### config.mk
export PLATFORM = sky130hd
export DESIGN_NAME = telnet_stream_parser
export DESIGN_NICKNAME = d
export VERILOG_FILES = /design/src/tsp_pkg.sv /design/src/tsp_front.sv /design/src/tsp_fifo.sv /design/src/tsp_back.sv /design/src/telnet_stream_parser.sv
export VERILOG_INCLUDE_DIRS = /design/src /design/src/src
export SDC_FILE = /design/constraint.sdc
export NUM_CORES = 1
export LEC_CHECK = 0
export ABC_AREA = 1
export BUFFER_PORTS_ARGS = -buffer_cell sky130_fd_sc_hd__buf_4
export CAP_MARGIN = 0
export CORE_MARGIN = 4
export CORE_UTILIZATION = 45
export DETAILED_ROUTE_END_ITERATION = 8
export RECOVER_POWER = 50
export SETUP_SLACK_MARGIN = 0.2
export SLEW_MARGIN = 20
export SYNTH_ARGS = -nofsm -noshare
export SYNTH_HDL_FRONTEND = slang
export SYNTH_SLANG_ARGS = --single-unit
### constraint.sdc
create_clock -name clk -period 2.3 [get_ports clk]
set_input_delay 0.46 -clock clk [delete_from_list [all_inputs] [get_ports clk]]
set_output_delay 0.46 -clock clk [all_outputs]
set_load 0.01 [all_outputs]
### src/telnet_stream_parser_macros.svh
// assertion macros for the telnet stream parser
// used by the top level only, expects clk and arst_n in scope
`ifndef TELNET_STREAM_PARSER_MACROS_SVH
`define TELNET_STREAM_PARSER_MACROS_SVH

// same-cycle implication, checked outside reset
`define TSP_ASSERT_SAME(lbl, ante, cons, msg) \
	lbl: assert property (@(posedge clk) disable iff (!arst_n) (ante) |-> (cons)) else $error(msg);

// next-cycle implication, checked outside reset
`define TSP_ASSERT_NEXT(lbl, ante, cons, msg) \
	lbl: assert property (@(posedge clk) disable iff (!arst_n) (ante) |=> (cons)) else $error(msg);

`endif

### src/tsp_pkg.sv
// shared types and codes for the telnet stream parser
// no dependencies
`timescale 1ns / 1ps

package tsp_pkg;

	localparam logic [7:0] CODE_IAC  = 8'hFF;
	localparam logic [7:0] CODE_SB   = 8'hFA;
	localparam logic [7:0] CODE_SE   = 8'hF0;
	localparam logic [7:0] CODE_WILL = 8'hFB;
	localparam logic [7:0] CODE_DONT = 8'hFE;

	localparam int QUEUE_DEPTH = 4;

	typedef enum logic [2:0] {
		EV_DATA    = 3'd0,
		EV_CMD     = 3'd1,
		EV_NEG     = 3'd2,
		EV_SB_BYTE = 3'd3,
		EV_SB_END  = 3'd4
	} ev_kind_t;

	typedef struct packed {
		logic [7:0] option;
		logic [7:0] value;
		ev_kind_t   kind;
	} event_t;

endpackage

### src/tsp_front.sv
// front end: takes received bytes and runs the iac parser state machine
// depends on tsp_pkg; pushes at most one event word per byte into the queue
`timescale 1ns / 1ps

module tsp_front (
	input  logic             clk,
	input  logic             arst_n,
	input  logic             in_valid,
	output logic             in_ready,
	input  logic [7:0]       rx_byte,
	input  logic             queue_full,
	output logic             ev_push,
	output tsp_pkg::event_t  ev
);

	typedef enum logic [5:0] {
		ST_DATA     = 6'b000001,
		ST_IAC      = 6'b000010,
		ST_NEG_OPT  = 6'b000100,
		ST_SB_OPT   = 6'b001000,
		ST_SB_DATA  = 6'b010000,
		ST_SB_IAC   = 6'b100000
	} state_t;

	state_t     state_q, state_d;
	logic [7:0] pend_cmd_q, pend_cmd_d;
	logic [7:0] sub_opt_q, sub_opt_d;
	logic       emit;
	logic       accept;

	assign in_ready = !queue_full;
	assign accept   = in_valid && in_ready;
	assign ev_push  = accept && emit;

	always_comb begin
		state_d    = state_q;
		pend_cmd_d = pend_cmd_q;
		sub_opt_d  = sub_opt_q;
		emit       = 1'b0;
		ev.kind    = tsp_pkg::EV_DATA;
		ev.value   = 8'h00;
		ev.option  = 8'h00;
		unique case (state_q)
			ST_IAC: begin
				state_d = ST_DATA;
				priority if (rx_byte == tsp_pkg::CODE_IAC) begin
					emit     = 1'b1;
					ev.value = tsp_pkg::CODE_IAC;
				end else if (rx_byte == tsp_pkg::CODE_SB) begin
					state_d = ST_SB_OPT;
				end else if (rx_byte == tsp_pkg::CODE_SE) begin
					state_d = ST_DATA;
				end else if (rx_byte >= tsp_pkg::CODE_WILL && rx_byte <= tsp_pkg::CODE_DONT) begin
					pend_cmd_d = rx_byte;
					state_d    = ST_NEG_OPT;
				end else begin
					emit     = 1'b1;
					ev.kind  = tsp_pkg::EV_CMD;
					ev.value = rx_byte;
				end
			end
			ST_NEG_OPT: begin
				state_d   = ST_DATA;
				emit      = 1'b1;
				ev.kind   = tsp_pkg::EV_NEG;
				ev.value  = pend_cmd_q;
				ev.option = rx_byte;
			end
			ST_SB_OPT: begin
				sub_opt_d = rx_byte;
				state_d   = ST_SB_DATA;
			end
			ST_SB_DATA: begin
				if (rx_byte == tsp_pkg::CODE_IAC) begin
					state_d = ST_SB_IAC;
				end else begin
					emit      = 1'b1;
					ev.kind   = tsp_pkg::EV_SB_BYTE;
					ev.value  = rx_byte;
					ev.option = sub_opt_q;
				end
			end
			ST_SB_IAC: begin
				state_d = ST_SB_DATA;
				priority if (rx_byte == tsp_pkg::CODE_IAC) begin
					emit      = 1'b1;
					ev.kind   = tsp_pkg::EV_SB_BYTE;
					ev.value  = tsp_pkg::CODE_IAC;
					ev.option = sub_opt_q;
				end else if (rx_byte == tsp_pkg::CODE_SE) begin
					state_d   = ST_DATA;
					emit      = 1'b1;
					ev.kind   = tsp_pkg::EV_SB_END;
					ev.option = sub_opt_q;
				end else begin
					// unknown code inside a subnegotiation is dropped
					state_d = ST_SB_DATA;
				end
			end
			default: begin
				// data state, also catches any illegal encoding
				if (rx_byte == tsp_pkg::CODE_IAC) begin
					state_d = ST_IAC;
				end else begin
					state_d  = ST_DATA;
					emit     = 1'b1;
					ev.value = rx_byte;
				end
			end
		endcase
	end

	always_ff @(posedge clk or negedge arst_n) begin
		if (!arst_n) begin
			state_q    <= ST_DATA;
			pend_cmd_q <= tsp_pkg::CODE_IAC;
			sub_opt_q  <= 8'h00;
		end else if (accept) begin
			state_q    <= state_d;
			pend_cmd_q <= pend_cmd_d;
			sub_opt_q  <= sub_opt_d;
		end
	end

endmodule

### src/tsp_fifo.sv
// short event queue between parser front end and output stage
// depends on tsp_pkg; flop-based, one push and one pop per cycle
`timescale 1ns / 1ps

module tsp_fifo #(
	parameter int DEPTH = tsp_pkg::QUEUE_DEPTH
) (
	input  logic             clk,
	input  logic             arst_n,
	input  logic             push,
	input  tsp_pkg::event_t  din,
	output logic             full,
	input  logic             pop,
	output logic             out_valid,
	output tsp_pkg::event_t  dout
);

	localparam int PTR_W = (DEPTH > 1) ? $clog2(DEPTH) : 1;
	localparam int CNT_W = $clog2(DEPTH + 1);

	tsp_pkg::event_t  mem_q [DEPTH];
	logic [PTR_W-1:0] wr_ptr_q, rd_ptr_q;
	logic [CNT_W-1:0] count_q;

	function automatic logic [PTR_W-1:0] ptr_next(input logic [PTR_W-1:0] p);
		ptr_next = (p == PTR_W'(DEPTH - 1)) ? '0 : p + 1'b1;
	endfunction

	assign full      = (count_q == CNT_W'(DEPTH));
	assign out_valid = (count_q != '0);
	assign dout      = mem_q[rd_ptr_q];

	always_ff @(posedge clk) begin
		if (push) begin
			mem_q[wr_ptr_q] <= din;
		end
	end

	always_ff @(posedge clk or negedge arst_n) begin
		if (!arst_n) begin
			wr_ptr_q <= '0;
			rd_ptr_q <= '0;
			count_q  <= '0;
		end else begin
			if (push) begin
				wr_ptr_q <= ptr_next(wr_ptr_q);
			end
			if (pop) begin
				rd_ptr_q <= ptr_next(rd_ptr_q);
			end
			unique case ({push, pop})
				2'b10:   count_q <= count_q + 1'b1;
				2'b01:   count_q <= count_q - 1'b1;
				default: count_q <= count_q;
			endcase
		end
	end

endmodule

### src/tsp_back.sv
// back end: pulls event words from the queue into the output register
// depends on tsp_pkg; packs value and option into tdata, kind into tuser
`timescale 1ns / 1ps

module tsp_back (
	input  logic             clk,
	input  logic             arst_n,
	input  logic             q_valid,
	input  tsp_pkg::event_t  q_data,
	output logic             q_pop,
	output logic             out_valid,
	input  logic             out_ready,
	output logic [15:0]      out_data,
	output logic [2:0]       out_user
);

	logic             valid_q;
	tsp_pkg::event_t  ev_q;
	logic             load;

	// output register is free when empty or being drained
	assign load      = !valid_q || out_ready;
	assign q_pop     = q_valid && load;
	assign out_valid = valid_q;
	assign out_data  = {ev_q.option, ev_q.value};
	assign out_user  = ev_q.kind;

	always_ff @(posedge clk or negedge arst_n) begin
		if (!arst_n) begin
			valid_q <= 1'b0;
		end else if (load) begin
			valid_q <= q_valid;
		end
	end

	always_ff @(posedge clk) begin
		if (q_pop) begin
			ev_q <= q_data;
		end
	end

endmodule

### src/telnet_stream_parser.sv
// channel  dir  handshake                     tdata                      tuser
// rx byte  in   s_axis_tvalid/s_axis_tready   [7:0] rx_byte              -
// event    out  m_axis_tvalid/m_axis_tready   [7:0] value [15:8] option  [2:0] kind
//
// one byte accepted per cycle while the queue is not full, each in one parser step in the front end
// an event passes through the queue and then the output register before it is on the output
// async reset clears parser state, queue pointers and output valid; no clearing pass
// output stalls are absorbed by a QUEUE_DEPTH-word queue plus the output register,
// s_axis_tready falls only when the queue is full
// depends on tsp_pkg, tsp_front, tsp_fifo, tsp_back and the macro header
`timescale 1ns / 1ps

`include "telnet_stream_parser_macros.svh"

module telnet_stream_parser #(
	parameter int QUEUE_DEPTH = tsp_pkg::QUEUE_DEPTH
) (
	input  logic        clk,
	input  logic        arst_n,
	input  logic        s_axis_tvalid,
	output logic        s_axis_tready,
	input  logic [7:0]  s_axis_tdata,   // [7:0] rx_byte
	output logic        m_axis_tvalid,
	input  logic        m_axis_tready,
	output logic [15:0] m_axis_tdata,   // [7:0] event_value, [15:8] event_option
	output logic [2:0]  m_axis_tuser    // [2:0] event_kind
);

	logic             ev_push;
	tsp_pkg::event_t  ev;
	logic             q_full;
	logic             q_pop;
	logic             q_valid;
	tsp_pkg::event_t  q_data;

	tsp_front u_front (
		.clk        (clk),
		.arst_n     (arst_n),
		.in_valid   (s_axis_tvalid),
		.in_ready   (s_axis_tready),
		.rx_byte    (s_axis_tdata),
		.queue_full (q_full),
		.ev_push    (ev_push),
		.ev         (ev)
	);

	tsp_fifo #(
		.DEPTH (QUEUE_DEPTH)
	) u_fifo (
		.clk       (clk),
		.arst_n    (arst_n),
		.push      (ev_push),
		.din       (ev),
		.full      (q_full),
		.pop       (q_pop),
		.out_valid (q_valid),
		.dout      (q_data)
	);

	tsp_back u_back (
		.clk       (clk),
		.arst_n    (arst_n),
		.q_valid   (q_valid),
		.q_data    (q_data),
		.q_pop     (q_pop),
		.out_valid (m_axis_tvalid),
		.out_ready (m_axis_tready),
		.out_data  (m_axis_tdata),
		.out_user  (m_axis_tuser)
	);

	`TSP_ASSERT_SAME(a_full_has_word, !s_axis_tready, q_valid, "queue full but reports no word")
	`TSP_ASSERT_NEXT(a_push_lands, ev_push, q_valid, "pushed word missing from queue")
	`TSP_ASSERT_NEXT(a_idle_out_loads, q_valid && !m_axis_tvalid, m_axis_tvalid, "output register failed to load")

endmodule

==> Word-level counts from Yosys, hierarchy flattened <==
Memory sizes are Yosys's and may differ from the RTL's. A register that Yosys moved wholly into a read port is not among the register bits.
Index checks and enable logic that the tools add are counted.
{ "op_classes": {"addsub": 4, "multipliers": 0, "div": 0, "n_lt_le_gt_ge": 2, "n_eq_ne": 14, "shift": 0, "muxes": 37, "bitwise": 3, "reduce_logical": 12} }
{ "op_table": {"columns": ["operator", "n"], "rows": [
  ["two-way mux 8 bit", 5],
  ["case mux 8 bit (5 select lines)", 1],
  ["two-way mux 11 bit", 3],
  ["case mux 6 bit (5 select lines)", 1],
  ["== test 8 bit (second input constant)", 3],
  ["two-way mux 6 bit", 4],
  ["case mux 8 bit (3 select lines)", 1],
  ["two-way mux 19 bit", 1],
  ["two-way mux 3 bit", 4],
  ["case mux 3 bit (4 select lines)", 1],
  ["two-way mux 5 bit", 2],
  ["two-way mux 1 bit", 9],
  [">= comparator 8 bit (second input constant)", 1],
  ["<= comparator 8 bit (second input constant)", 1],
  ["== test 2 bit (second input constant)", 3],
  ["== test 6 x 2 -> 1 bit (second input constant)", 1],
  ["== test 6 x 3 -> 1 bit (second input constant)", 1],
  ["== test 6 x 4 -> 1 bit (second input constant)", 1],
  ["== test 6 x 5 -> 1 bit (second input constant)", 1],
  ["== test 6 bit (second input constant)", 1],
  ["two-way mux 2 bit", 3],
  ["case mux 3 bit (2 select lines)", 1],
  ["AND reduction 6 bit", 1],
  ["adder 2 x 1 -> 2 bit (second input constant)", 2],
  ["13 further kinds", 20]
]} }
{ "word_totals": {"ff_bits": 30, "latch_bits": 0, "mem_bits_rw": 76, "rom_bits": 0, "in_bits": 12, "out_inout_bits": 21, "wordCells": 80, "n_memories": 1} }
{ "mem_list": {"columns": ["memory", "words", "width", "read_ports", "rd_ports_with_merged_regs", "wr", "line_no", "source"], "rows": [
  ["u_fifo.mem_q", 4, 19, 1, 1, 1, "tsp_fifo.sv:21", "tsp_pkg::event_t mem_q [DEPTH];"]
]} }

==> Depth between registers and ports, before layout <==
{ "logic_depth": {"ltp_word": 10, "mapped_depth": 15, "ltp_nobuf": 15} }

==> Cells and area by module <==
From an unflattened synthesis, not the netlist that was laid out.
{ "unflattened": {"hier_cells": 562, "area_unflattened_um2": 5758.0} }
{ "modules_own_cells": {"columns": ["module", "n_inst", "cells_each", "area_each_um2", "seq_area_each_um2"], "rows": [
  ["tsp_fifo", 1, 314, 3535.9, 2457.4],
  ["tsp_front", 1, 223, 1602.8, 561.8],
  ["tsp_back", 1, 25, 619.3, 595.6]
]} }

==> Worst setup path before layout <==
Ideal clock, no wire load.
{ "synth_path": {"path_type": "input to register", "from": "input s_axis_tdata[2]", "to": "register u_fifo.count_q[2]", "setup_ns": 0.124, "arrival_ns": 2.199, "required_time_ns": 2.176, "slack_ns": -0.023, "path_stages": 15, "path_buffers": 0, "path_cell_list": "inv_1 nand2_1 nor2_1 inv_1 nor2_2 nand2_1 nand2_1 nor2_1 nand2_2 nand2_4 ha_1 fa_1 a21oi_1 o21ai_0 xnor2_1"} }
{ "synth_between": {"elab_chain_cells": 10, "word_cells_on_any_way": 19} }
{ "synth_rtl": {"columns": ["item", "line_no", "source"], "rows": [
  ["from (decl)", "telnet_stream_parser.sv:22", "input logic [7:0] s_axis_tdata,"],
  [">= comparator 8 bit / <= comparator 8 bit (equally long branches)", "tsp_front.sv:53", "end else if (rx_byte >= tsp_pkg::CODE_WILL && rx_byte <= tsp_pkg::CODE_DONT) begin"],
  ["logical AND 1 bit", "tsp_front.sv:53", null],
  ["two-way mux 1 bit", "tsp_front.sv:53", null],
  ["two-way mux 1 bit", "tsp_front.sv:51", "end else if (rx_byte == tsp_pkg::CODE_SE) begin"],
  ["two-way mux 1 bit", "tsp_front.sv:49", "end else if (rx_byte == tsp_pkg::CODE_SB) begin"],
  ["two-way mux 1 bit", "tsp_front.sv:46", "priority if (rx_byte == tsp_pkg::CODE_IAC) begin"],
  ["case mux 1 bit (4 select lines) *", "tsp_front.sv:43", "unique case (state_q)"],
  ["logical AND 1 bit *", "tsp_front.sv:33", "assign ev_push = accept && emit;"],
  ["== test 2 x 1 -> 1 bit / == test 2 bit (equally long branches)", "tsp_fifo.sv:51", "unique case ({push, pop})"],
  ["case mux 3 bit (2 select lines) / nonzero test 2 bit (equally long branches)", null, null],
  ["to (signal assigned)", "tsp_fifo.sv:52", "2'b10: count_q <= count_q + 1'b1;"],
  ["to (signal assigned)", "tsp_fifo.sv:53", "2'b01: count_q <= count_q - 1'b1;"],
  ["to (signal assigned)", "tsp_fifo.sv:54", "default: count_q <= count_q;"],
  ["to (decl)", "tsp_fifo.sv:23", "logic [CNT_W-1:0] count_q;"]
]} }
Mark *: on every way between the ends. The rest lies on a longest branch, timed or not.
A chain may end at the register's enable or synchronous reset.

==> Worst setup path in the final report <==
{ "layout_path": {"from": "register u_front.state_q[1]", "to": "register u_fifo.count_q[2]"} }
{ "layout_between": {"elab_chain_cells": 5, "word_cells_on_any_way": 10} }
{ "layout_rtl": {"columns": ["item", "line_no", "source"], "rows": [
  ["from (decl)", "tsp_front.sv:25", "state_t state_q, state_d;"],
  ["from (signal assigned)", "tsp_front.sv:119", "state_q <= state_d;"],
  ["== test 6 bit (tied with other cells)", "tsp_front.sv:43", null],
  ["case mux 1 bit (4 select lines) *", "tsp_front.sv:43", null],
  ["logical AND 1 bit *", "tsp_front.sv:33", null],
  ["== test 2 x 1 -> 1 bit / == test 2 bit (equally long branches)", "tsp_fifo.sv:51", null],
  ["case mux 3 bit (2 select lines) / nonzero test 2 bit (equally long branches)", null, null]
]} }
Marks and branches as above.

==> results.txt <==
The antenna diode count is 0. For the final routed database, the setup TNS stands at 0 ns. The hold violation total from the final report came to 0.

The count of antenna-violating nets left after detailed routing came out at 0. The core footprint came out at 0.0116 mm2. The power per cell area came out at between 1000 and 1500 mW/mm2.

The transition time at the pin with the least slew margin came out at between 0.7 and 0.8 ns. Measured on the finished design, the core utilization comes to 0.585. The clock latency reported for the late side of the worst-skew pair is roughly 0.40 ns. Setup slack closes at 0.127 ns. The per-cell via count in the routed design came out at 5.12. The per-instance average area after synthesis came out at about 11 um2.

The die covers 0.0138 mm2. The flop and latch count out of synthesis is 125. The total standard cell area after synthesis is 0.00541 mm2.

The average detailed-routed wire length per instance is roughly 16 um. At the end of routability-driven placement, the weighted congestion stood at 0.827. CTS placed an instance of clkbuf_16 at the clock tree root. Summed over all nets, the half-perimeter wirelength after detailed placement is 6960 um. The number of different library cells used by synthesis comes to 34. The required time at the worst-slack endpoint came out at 2.58 ns. TritonCTS built the clock tree.

The number of primary I/O pins is 33. The overall global routing resource usage is 0.165. For this run, the number of Yosys warnings is 0. The critical path in this run is classified as reg2reg. The area occupied by multi-input gates came out at 0.00158 mm2. The largest clock skew in the final design is a little under 0.009 ns. The run finished with clean final reports. The global routing stage identified its most utilized layer as met2.

The classification of the worst-slack hold path is in2reg. The clock-pin slew on the worst setup and hold paths came out at 0.05 ns. The highest attainable clock frequency is 0.460 GHz.

The post-route fraction of the period consumed by the critical path came out at 0.945. The worst setup path is launched from a register. The number of pins with negative max-slew slack in the final report came out at 0.

The wire length of the first global-routing pass came out at 17900 um. The maximum vdd ir drop is 0.542 mV. The met3 usage came out at 0.0418. The first routing iteration left 229 violations. The via count of the first global-routing pass came out at 3517. The number of buffers inserted during clock tree synthesis came out at 17. The met2 track demand over resource came out at 0.269. Of the synthesized area, sequential elements account for 0.668. The layout has around 1000 filler cells. The top fanout value on the critical path came out at 5.

The commonest non-fill, non-tap cell in the layout is edfxtp_1. The maximum level of the CTS H-tree is 4. The net total in the final layout is 580.

The clock net in this run drives a total of 125 sinks. The quantity of I/O buffers inserted on ports is 32. Measured against its own limit, the worst slew margin works out to 0.472. The final wirelength is 11500 um.

No sink is reached through more buffers than the 2 on the longest clock path. Entering global routing, the biggest net connects 31 pins. The count of endpoints failing setup in the final report is 0. The number of antenna violations at the first check in global routing came out at 0. The overall die width came out at 118 um. The vias after detailed routing is 3668. The smallest clock period supported by the final layout is computed as 2.17 ns. The endpoint arrival time on the critical path is ~2.5 ns. After detailed routing, the number of remaining DRC violations is 0.

The worst setup path is captured at a register. The gate count of the mapped netlist came out at 474. Registers take between 0.003 and 0.004 mm2. The starting density of the core is 0.466. The worst-case setup slack after placement is -0.0251 ns. The number of optimization iterations in the first detailed-route pass is 4. Relative to the synthesized area, the layout overhead comes to 25.6%.

The fraction of final layout cells sized beyond drive strength 1 is 0.249. The chip height is ~120 um. The final global-route overflow total came out at 0. The net count after synthesis is 493. The static leakage came out at 0.00270 uW. The final total power came out at 7950 uW. Hold timing on the final database bottoms out at a slack of 0.314 ns. Setup repair after global routing could not meet its margin everywhere. The tool flagged a number of max-cap violations equal to 0.

Leaving out fill and tap cells, the most frequent cells in the layout are edfxtp_1 (95), o21ai_0 (66), nor2_1 (64). The global routing met1 resource utilization is 0.218. In this run the core area contains 39 standard-cell rows.
==> flip-flops by register name, indices dropped and copies added (netlist names) <==
| register | count |
|---|---|
| u_fifo.mem_q | 76 |
| u_back.out_data | 16 |
| u_front.pend_cmd_q | 8 |
| u_front.sub_opt_q | 8 |
| u_front.state_q | 6 |
| u_back.out_user | 3 |
| u_fifo.count_q | 3 |
| u_fifo.rd_ptr_q | 2 |
| u_fifo.wr_ptr_q | 2 |
| u_back.out_valid | 1 |
==> synth_stat cells <==
library cell	instances	area, um2
nand2_1	61	229
clkbuf_1	13	48.8
nand4_4	1	21.3
nand2_2	7	43.8
buf_6	1	11.3
a21oi_1	3	15.0
nor2_4	6	67.6
edfxtp_1	95	2850
nand3b_1	1	7.51
clkbuf_2	1	5.00
o21ai_2	11	96.3
nand2_4	2	22.5
nand3_1	20	100
nand3_4	2	35.0
nor3_2	1	10.0
nand3_2	1	10.0
o22ai_1	19	119
o21ai_1	3	15.0
inv_2	7	26.3
fa_1	1	20.0
dfstp_2	9	236
o21ai_0	61	305
ha_1	6	75.1
inv_1	39	146
buf_2	2	10.0
nor2_2	8	50.1
xnor2_1	2	17.5
a21oi_2	1	8.76
dfrtp_1	21	526
o31ai_2	1	12.5
or2_1	1	6.26
nor2_1	64	240
nand4_1	2	12.5
o211ai_1	1	7.51
==> cell type report <==
cell class | instances | share of cell area
clock buffers | 25 | 0.0700
clock inverters | 7 | 0.0166
inverters | 46 | 0.0254
multi-input cells | 286 | 0.232
flip-flops and latches | 125 | 0.532
well taps | 143 | 0.0263
repair buffers | 85 | 0.0974
==> routing by layer <==
metal  share of wire  routed length (um)
met2            0.49                5680
met5               0                   0
met4          0.0095                 110
met3           0.056                 642
met1            0.44                5090
==> metrics by stage <==
step | instance area [um2] | std cells
final | 6790 | 717
after global routing | 6790 | 717
after CTS | 6760 | 707
after detailed placement | 6060 | 662
after global placement | 6060 | 662
after floorplan | 5440 | 474
==> worst max-delay path: stages, from the launching register on <==
cell and delay, ns:
dfrtp_1 0.42, inv_2 0.04, nor2_1 0.17, nand3_4 0.14, nor2_4 0.12, nand2_2 0.07
nand2_1 0.06, nand2_1 0.06, nand2_2 0.09, nand2_4 0.06, ha_4 0.16, fa_2 0.33
a21oi_1 0.12, o21ai_1 0.08, xnor2_1 0.12
==> cells by family (layout without fill, tap and decap cells) <==
logic type      count (synthesis)  count (layout)  synth area share
xor+xnor                        2               2           0.00324
simple gates                  177             177             0.158
compound gates                100             100             0.107
flops                         125             125             0.668
fa+ha+maj                       7               7            0.0176
buf+inv                        63             163            0.0458
==> what timing repair did <==
item / CTS / global route
gates resized for setup: 3 / 6
gates cloned: 0 / 6
hold endpoints to repair: 21 / 0
setup buffers: 12 / 4
hold buffers: 1 / 0
pin swaps: 8 / 1
endpoints found under the setup margin: 2 / 104
==> power breakdown <==
group | total [uW] | leakage, uW | internal [uW] | switching, uW
clock | 2650 | 0.000285 | 1760 | 896
sequential | 3270 | 0.00126 | 3110 | 164
combinational | 2030 | 0.00115 | 737 | 1290
total | 7950 | 0.00270 | 5600 | 2350
==> final timing paths <==
| path | endpoint | depth (start not counted) | start | slack, ns |
|---|---|---|---|---|
| worst max register to register | u_fifo.count_q[2] | 14 | u_front.state_q[1] | 0.13 |
| worst max-delay path | u_fifo.count_q[2] | 14 | u_front.state_q[1] | 0.13 |
| worst min register to register | u_front.pend_cmd_q[5] | 2 | u_front.pend_cmd_q[5] | 0.47 |
| max in group asynchronous | u_front.state_q[2] | 2 | arst_n | 1.09 |
| worst min-delay path | u_back.out_valid | 4 | m_axis_tready | 0.31 |
| min in group asynchronous | u_front.state_q[3] | 2 | arst_n | 0.67 |
Note: power is estimated with default switching activity, not from simulation.
